### src/rtl/fcw_pkg.sv
// shared constants, codes and types for the text console glyph writer
package fcw_pkg;

  // glyph geometry that is fixed by the 8-bit font byte
  localparam int GLYPH_COLS = 8;

  // defaults for the top-level parameters
  localparam int DEF_GLYPH_ROWS  = 16;
  localparam int DEF_FONT_CHARS  = 256;
  localparam int DEF_CURSOR_BITS = 32;

  // register file geometry
  localparam int PADDR_W = 5;
  localparam int PDATA_W = 32;

  localparam logic [2:0] REG_SCREEN_WIDTH  = 3'd0;
  localparam logic [2:0] REG_SCREEN_HEIGHT = 3'd1;
  localparam logic [2:0] REG_PITCH         = 3'd2;
  localparam logic [2:0] REG_FG_COLOR      = 3'd3;
  localparam logic [2:0] REG_BG_COLOR      = 3'd4;

  localparam logic [14:0] RST_SCREEN_WIDTH  = 15'd1024;
  localparam logic [14:0] RST_SCREEN_HEIGHT = 15'd768;
  localparam logic [15:0] RST_PITCH         = 16'd1024;
  localparam logic [31:0] RST_FG_COLOR      = 32'h00FF_FFFF;
  localparam logic [31:0] RST_BG_COLOR      = 32'h0000_0000;

  // input commands
  localparam logic CMD_WRITE_CHAR = 1'b0;
  localparam logic CMD_LOAD_FONT  = 1'b1;

  // character codes with special handling
  localparam logic [7:0] CH_NUL   = 8'h00;
  localparam logic [7:0] CH_BS    = 8'h08;
  localparam logic [7:0] CH_TAB   = 8'h09;
  localparam logic [7:0] CH_LF    = 8'h0A;
  localparam logic [7:0] CH_VT    = 8'h0B;
  localparam logic [7:0] CH_FF    = 8'h0C;
  localparam logic [7:0] CH_CR    = 8'h0D;
  localparam logic [7:0] CH_SPACE = 8'h20;

  typedef struct packed {
    logic [14:0] screen_width;
    logic [14:0] screen_height;
    logic [15:0] pitch;
    logic [31:0] fg_color;
    logic [31:0] bg_color;
  } cfg_t;

endpackage

### src/rtl/fcw_render.sv
// glyph renderer: offset product, font row reads and the row output register
module fcw_render #(
  parameter int GLYPH_ROWS  = fcw_pkg::DEF_GLYPH_ROWS,
  parameter int FONT_CHARS  = fcw_pkg::DEF_FONT_CHARS,
  parameter int CURSOR_BITS = fcw_pkg::DEF_CURSOR_BITS,
  parameter int AW          = $clog2(FONT_CHARS * GLYPH_ROWS)
) (
  input  logic                   clk,
  input  logic                   rst_n,
  input  fcw_pkg::cfg_t          cfg,
  input  logic                   job_start,
  input  logic [CURSOR_BITS-1:0] job_x,
  input  logic [CURSOR_BITS-1:0] job_y,
  input  logic [7:0]             job_code,
  input  logic                   job_erase,
  output logic                   idle,
  output logic                   rd_en,
  output logic [AW-1:0]          rd_addr,
  input  logic [7:0]             rd_data,
  output logic                   out_valid,
  input  logic                   out_ready,
  output logic [63:0]            out_pixel_offset,
  output logic [7:0]             out_pixel_mask,
  output logic [31:0]            out_pixel_color,
  output logic                   out_last_row
);

  localparam int CW     = CURSOR_BITS;
  localparam int NCHUNK = (CURSOR_BITS + 15) / 16;
  localparam int YW     = NCHUNK * 16;
  localparam int KW     = (NCHUNK > 1) ? $clog2(NCHUNK) : 1;
  localparam int RW     = $clog2(GLYPH_ROWS + 1);
  localparam int BW     = $clog2(GLYPH_ROWS);

  localparam logic [1:0] ST_IDLE = 2'd0;
  localparam logic [1:0] ST_MUL  = 2'd1;
  localparam logic [1:0] ST_ROWS = 2'd2;

  logic [1:0]    state_r, state_nxt;
  logic [KW-1:0] k_r, k_nxt;
  logic [YW-1:0] ymul_r, ymul_nxt;
  logic [63:0]   off_r, off_nxt;
  logic [RW-1:0] rd_row_r, rd_row_nxt;
  logic [AW-1:0] rd_addr_r, rd_addr_nxt;
  logic          b_valid_r, b_valid_nxt;
  logic [BW-1:0] b_row_r, b_row_nxt;
  logic [7:0]    colmask_r;
  logic [14:0]   rows_left_r;
  logic [31:0]   color_r;

  logic          out_valid_r, out_valid_nxt;
  logic [63:0]   out_offset_r;
  logic [7:0]    out_mask_r;
  logic [31:0]   out_color_r;
  logic          out_last_r;

  logic [CW-1:0] w_ext, h_ext, col_room;
  logic [7:0]    colmask_nxt;
  logic [14:0]   rows_left_nxt;
  logic [8:0]    glyph;
  logic [AW-1:0] glyph_base;
  logic [31:0]   prod;
  logic [63:0]   partial;
  logic          b_adv;
  logic          b_last;
  logic          row_ok;
  logic [7:0]    row_bits;

  assign idle             = (state_r == ST_IDLE);
  assign rd_addr          = rd_addr_r;
  assign out_valid        = out_valid_r;
  assign out_pixel_offset = out_offset_r;
  assign out_pixel_mask   = out_mask_r;
  assign out_pixel_color  = out_color_r;
  assign out_last_row     = out_last_r;

  // clip limits are fixed for the whole glyph
  always_comb begin
    w_ext    = CW'(cfg.screen_width);
    h_ext    = CW'(cfg.screen_height);
    col_room = w_ext - job_x;
    for (int c = 0; c < fcw_pkg::GLYPH_COLS; c++) begin
      colmask_nxt[c] = (job_x < w_ext) && (CW'(c) < col_room);
    end
    rows_left_nxt = (job_y < h_ext) ? 15'(h_ext - job_y) : 15'd0;
    // code below twice the char count when FONT_CHARS >= 128, so one subtract does the modulo
    glyph      = (9'(job_code) >= 9'(FONT_CHARS)) ? 9'(job_code) - 9'(FONT_CHARS)
                                                  : 9'(job_code);
    glyph_base = AW'(glyph) * AW'(GLYPH_ROWS);
  end

  // one 16-bit slice of cursor_y times pitch per cycle
  assign prod    = ymul_r[15:0] * cfg.pitch;
  assign partial = 64'(prod) << {k_r, 4'b0000};

  assign b_adv  = b_valid_r && (!out_valid_r || out_ready);
  assign b_last = (b_row_r == BW'(GLYPH_ROWS - 1));
  assign row_ok = (15'(b_row_r) < rows_left_r);
  assign rd_en  = (state_r == ST_ROWS) && (rd_row_r < RW'(GLYPH_ROWS)) &&
                  (!b_valid_r || b_adv);

  always_comb begin
    for (int c = 0; c < fcw_pkg::GLYPH_COLS; c++) begin
      row_bits[c] = rd_data[7 - c];
    end
  end

  always_comb begin
    state_nxt     = state_r;
    k_nxt         = k_r;
    ymul_nxt      = ymul_r;
    off_nxt       = off_r;
    rd_row_nxt    = rd_row_r;
    rd_addr_nxt   = rd_addr_r;
    b_valid_nxt   = b_valid_r;
    b_row_nxt     = b_row_r;
    out_valid_nxt = out_valid_r;

    unique case (state_r)
      ST_IDLE: begin
        if (job_start) begin
          state_nxt   = ST_MUL;
          k_nxt       = '0;
          ymul_nxt    = YW'(job_y);
          off_nxt     = 64'(job_x);
          rd_row_nxt  = '0;
          rd_addr_nxt = glyph_base;
        end
      end
      ST_MUL: begin
        off_nxt  = off_r + partial;
        ymul_nxt = ymul_r >> 16;
        k_nxt    = k_r + KW'(1);
        if (k_r == KW'(NCHUNK - 1)) begin
          state_nxt = ST_ROWS;
        end
      end
      ST_ROWS: begin
        if (b_adv && b_last) begin
          state_nxt = ST_IDLE;
        end
      end
      default: state_nxt = ST_IDLE;
    endcase

    if (rd_en) begin
      rd_row_nxt  = rd_row_r + RW'(1);
      rd_addr_nxt = rd_addr_r + AW'(1);
      b_valid_nxt = 1'b1;
      b_row_nxt   = rd_row_r[BW-1:0];
    end else if (b_adv) begin
      b_valid_nxt = 1'b0;
    end

    if (b_adv) begin
      out_valid_nxt = 1'b1;
      off_nxt       = off_r + 64'(cfg.pitch);
    end else if (out_ready) begin
      out_valid_nxt = 1'b0;
    end
  end

  always_ff @(posedge clk) begin
    if (!rst_n) begin
      state_r     <= ST_IDLE;
      b_valid_r   <= 1'b0;
      out_valid_r <= 1'b0;
    end else begin
      state_r     <= state_nxt;
      b_valid_r   <= b_valid_nxt;
      out_valid_r <= out_valid_nxt;
    end
  end

  always_ff @(posedge clk) begin
    k_r       <= k_nxt;
    ymul_r    <= ymul_nxt;
    off_r     <= off_nxt;
    rd_row_r  <= rd_row_nxt;
    rd_addr_r <= rd_addr_nxt;
    b_row_r   <= b_row_nxt;
    if (job_start && idle) begin
      colmask_r   <= colmask_nxt;
      rows_left_r <= rows_left_nxt;
      color_r     <= job_erase ? cfg.bg_color : cfg.fg_color;
    end
    if (b_adv) begin
      out_offset_r <= off_r;
      out_mask_r   <= row_ok ? (row_bits & colmask_r) : 8'd0;
      out_color_r  <= color_r;
      out_last_r   <= b_last;
    end
  end

endmodule

### config.mk
export PLATFORM = sky130hd
export DESIGN_NAME = fcw_render
export DESIGN_NICKNAME = d
export VERILOG_FILES = /design/src/rtl/fcw_pkg.sv /design/src/rtl/fcw_render.sv
export SDC_FILE = /design/constraint.sdc
export NUM_CORES = 1
export LEC_CHECK = 0
export BUFFER_PORTS_ARGS = -buffer_cell sky130_fd_sc_hd__buf_4
export CORE_MARGIN = 4
export CORE_UTILIZATION = 50
export CTS_BUF_LIST = sky130_fd_sc_hd__clkbuf_4 sky130_fd_sc_hd__clkbuf_8
export DETAILED_ROUTE_END_ITERATION = 12
export GPL_TIMING_DRIVEN = 0
export HOLD_SLACK_MARGIN = 0.02
export PLACE_DENSITY = 0.71
export SYNTH_ARGS = -nofsm -noshare
export SYNTH_HDL_FRONTEND = slang
export SYNTH_SLANG_ARGS = --single-unit
### constraint.sdc
create_clock -name clk -period 12.05 [get_ports clk]
set_clock_uncertainty 0.05 [all_clocks]
set_input_delay 1.205 -clock clk [delete_from_list [all_inputs] [get_ports clk]]
set_output_delay 1.205 -clock clk [all_outputs]
set_load 0.01 [all_outputs]
Word-level counts from Yosys, hierarchy flattened
Cells that the tools add are included.

Register bits: 282. Input bits: 195. Output and inout bits: 120. Word-level logic and storage cells: 95.

Add/subtract/negate cells: 7. Multipliers: 1. Order comparisons: 12. Eq/ne operators: 7. Shifts and indexed selects: 1. Mux-type cells: 22. Bitwise operators: 1. Reduce and logical (&&, ||, !) cells: 28.

Operators with widths (number): less-than comparator 3 x 32 -> 1 bit (first input constant) (4); two-way mux 64 bit (2); case mux 64 bit (2 select lines) (1); adder 64 x 16 -> 64 bit (1); adder 64 bit (1); less-than comparator 1 x 32 -> 1 bit (first input constant) (2); less-than comparator 2 x 32 -> 1 bit (first input constant) (2); less-than comparator 32 x 15 -> 1 bit (2); two-way mux 32 bit (2); case mux 32 bit (2 select lines) (1); << shifter 32 x 5 -> 64 bit (1); two-way mux 12 bit (3); multiplier 16 x 16 -> 32 bit (1); subtractor 15 x 32 -> 32 bit (1); less-than comparator 4 x 15 -> 1 bit (1); two-way mux 5 bit (3); subtractor 15 bit (1); logical AND 1 bit (13); adder 12 x 1 -> 12 bit (second input constant) (1); nonzero test 2 bit (5); bitwise AND 8 bit (1); two-way mux 2 bit (3); case mux 2 bit (3 select lines) (1); AND reduction 2 bit (3); 16 further kinds (23).

Longest topological paths before layout
Depth in word-level cells: 7. Depth in mapped cells: 39. Depth with buffers taken out: 37.

Worst setup path before layout
Ideal clock, no wire load.

Path type: input -> register. Start point: in cfg[70] in the netlist's numbering. End point: reg off_r[61], data pin. Library setup time: 266 ps. Arrival: 9167 ps. Data required time: 11734 ps. Path slack: 2567 ps. Stages: 34. Buffers on the path: 2. Path through: clkbuf_1 > and2_1 > fa_1 > inv_1 > fa_1 > fa_1 > fa_1 > inv_1 > fa_1 > inv_1 > fa_1 > inv_1 > ha_1 > a21oi_1 > o21ai_0 > a21oi_1 > o211ai_1 > o21ai_0 > o21ai_0 > a31oi_1 > xor2_1 > o21ai_0 > ha_1 > clkbuf_1 > nand4_1 > or4_1 > a211oi_1 > nor3_1 > o21ai_1 > a21oi_1 > mux2i_1 > nand3_1 > xor2_1 > nor2_1.

Cells in the longest elaborated chain, start to end: 5. Elaborated cells on any way between the ends: 6. Classes of those cells: 2 x add/sub; 1 x mul; 1 x shift; 2 x mux.

RTL lines: start: declaration (line fcw_render.sv:10) `input fcw_pkg::cfg_t cfg,`; multiplier 16 x 16 -> 32 bit (line fcw_render.sv:93) `assign prod = ymul_r[15:0] * cfg.pitch;`; << shifter 32 x 5 -> 64 bit (line fcw_render.sv:94) `assign partial = 64'(prod) << {k_r, 4'b0000};`; adder 64 bit (line fcw_render.sv:131) `off_nxt = off_r + partial;`; case mux 64 bit (2 select lines) (line fcw_render.sv:119) `unique case (state_r)`; two-way mux 64 bit (*) (line fcw_render.sv:155) `if (b_adv) begin`; via off_nxt[61] (line fcw_render.sv:42) `logic [63:0] off_r, off_nxt;`; end signal: assignment (line fcw_render.sv:178) `off_r <= off_nxt;`; end: declaration (line fcw_render.sv:42).

Mark *: on every way through the listed nets, which the timed path passes. The rest lies on a longest branch. A chain may end at the register's enable or synchronous reset.

Worst setup path in the final report
Start point: in cfg[70] in the netlist's numbering. End point: reg off_r[63], data pin.

The elaborated chain is that of the path after synthesis.

==> impl_metrics.yaml <==
place:
  dpl-instance-area_sq_mm: 0.0295
  dp_cells: 3737
  port_buffers: 312
  gp_congestion: 0.978
  dp_slack_ns: 0.440
  dpl.hpwl_mm: 63.3
timing:
  hold_viol: 0
  rsz0062_at_grt: "false"
  tightestPinTransition_ns: 1.09
  finalCritPeriodShare: 0.935
  fmax_mhz: 88.8
  finalMaxSlewViolations: 0
  timing.slew.headroom: 0.267
  tns_ns: 0
  setup_slack_ns: 0.789
  min_period_ns: 11.26
  final-setup-viol-count: 0
routing:
  vias: 21800
  dr.pass1.iters: 6
  antenna_left: 0
  viasPerCell: 5.69
  drtIter0Drc: 1662
  wl_per_cell_um: 20.5
  wirelength_mm: 78.4
  drc_errors: 0
layout:
  area_growth_pct: 16.3
  seq_area_sq_mm: 0.00843
  fillers: 4529
  drive_gt1_frac: 0.148
  antenna_cells: 0
  fin_area_sq_mm: 0.0305
  multi_input_area_sq_mm: 0.0161
  final_common_cell: "inv_1"
  mostFrequentLayoutCells: "335 x inv_1, 321 x nand2_1, 312 x buf_4"
  fin_nets: 3718
  final_cells: 3825
global_routing:
  grt_usage: 0.273
  antenna_found_initial: 3
  grt_pass1_wl_mm: 122
  grt_max_degree: 65
  grt-ovfl-total: 0
  grt_pass1_vias: 22100
synth:
  synth_ff_type: "edfxtp_1"
  synth_edf_count: 278
  synth_top_area_frac: 0.318
  synth_nets: 3353
  synth_seq_area_share: 0.321
  ys_seq_elements: 282
  syn-mean-instance-area_sq_um: 9.56
  synthCells: 2743
  syn_area_sq_mm: 0.0262
  synth_cell_types: 75
  synth_area_leaders: "edfxtp_1 32%, fa_1 15%, ha_1 10%"
  yosys.area.top_type: "edfxtp_1"
  synth-async-reset-ratio: 0
  yosys_warnings: 0
clock_network:
  cts_hold_buf: 0
  cts_tree: "yes"
  clock_latency_ns: 0.64
  clk_path_buf_depth: 3
  cts_num_sinks: 282
  cts_root_buf: "clkbuf_8"
  cts_buffers: 49
  cts_setup_buffers: 0
  cts.clk_slew.worst_paths_ns: 0.06
  post_cts_resized: 0
  htreeDepth: 2
job:
  maxCapViolations: 0
worst_setup_path:
  critPathKind: "in2reg"
  crit_path_start_kind: "input port"
  arrival_ns: 11.57
  max_stage_delay_ns: 0.65
  startpoint: "cfg[70]"
  cp_data_required_time_ns: 12.36
  path_delay_family: "adder cells"
  critPathBufInv: 7
  crit_fanout: 10
  crit_path_top_delay_cell: "mux2i_1"
  critPathCaptureType: "register"
  crit_top_cell: "fa_1"
  reg2reg_from: "ymul_r[0]"
die:
  die_area_sq_mm: 0.0562
  die_w_um: 237
  core_region_area_sq_mm: 0.0516
  fp-row-count: 83
  io-pin-count: 315
  start_util: 0.508
  dieHeight_um: 237
run_status:
  outcome: "finished, final reports clean"
hold_path:
  min-delay-start: "color_r[27]"
  hold_path.class: "reg2reg"
## registers in the layout, summed over array words and instances, names as in the netlist
register,cells
off_r,64
out_pixel_offset,64
color_r,32
out_pixel_color,32
ymul_r,32
rows_left_r,15
rd_addr,12
colmask_r,8
out_pixel_mask,8
rd_row_r,5
b_row_r,4
state_r,2
b_valid_r,1
k_r,1
out_last_row,1
out_valid,1
## worst register-to-register path: cells and delay by family, from the launching register on
family                   cells  cell delay, ns
AO/OA/AOI/OAI                9            2.79
XOR/XNOR                     2            0.44
adder cells (fa/ha/maj)      8            3.87
buffers and inverters        5            1.03
flip-flops                   1            0.66
multiplexers                 1            0.65
AND/OR/NAND/NOR              6            1.40
## worst paths after layout
check / endpoint / slack, ns / cells after the start
worst max-delay path: off_r[63] / 0.79 / 35
worst min-delay path: out_pixel_color[27] / 0.36 / 0
worst max register to register: off_r[63] / 0.94 / 31
worst min register to register: out_pixel_color[27] / 0.36 / 0
## routing by layer
layer,wire (um),GRT usage,share of wire,vias up
met5,0,0,0,-
met4,2640,0.0885,0.034,0
met1,32500,0.368,0.41,10600
met3,6140,0.0551,0.078,152
li1,-,-,-,10100
met2,37100,0.446,0.47,840
## through the flow
step,utilization,hold slack [ns]
3_3_place_gp,0.570,0.350
6_report,0.591,0.364
3_5_place_dp,0.571,0.355
2_1_floorplan,-,0.350
5_1_grt,0.591,0.373
4_1_cts,0.591,0.365
## cell type report
class | instances | share of cell area
buffer | 101 | 0.0133
clock buffer | 69 | 0.0274
clock inverter | 19 | 0.00640
inverter | 337 | 0.0415
multi-input combinational | 2023 | 0.529
sequential | 282 | 0.276
tap | 680 | 0.0279
timing repair buffer | 314 | 0.0783
## cell usage after synthesis, types with 8 or more instances
cell	count
nand4_1	21
ha_1	217
and3_1	31
a21o_1	59
fa_1	198
o21bai_1	11
clkbuf_1	85
or2_2	8
o31ai_1	10
o211ai_1	16
nor4_1	18
inv_1	336
nor2_1	150
nand3_1	52
a211oi_1	27
and2_1	158
o22ai_1	15
edfxtp_1	278
nand2_1	323
a21oi_1	147
o21ai_0	128
nor2b_1	19
mux2_2	38
o21a_1	29
xor2_1	70
xnor2_1	77
nand2b_1	23
a31oi_1	30
nor3_1	40
## cells by family (layout without fill, tap and decap cells)
group,Yosys count,in the layout,synth area share
XOR/XNOR,147,147,0.0491
flip-flops,282,282,0.321
AO/OA/AOI/OAI,531,531,0.127
AND/OR/NAND/NOR,886,886,0.165
buffers and inverters,438,840,0.0636
adder cells (fa/ha/maj),415,415,0.255
multiplexers,44,44,0.0186
Power is left out: the tool's default activity adds up to more than one toggle a clock period on the data nets, which glitch-free logic cannot reach.
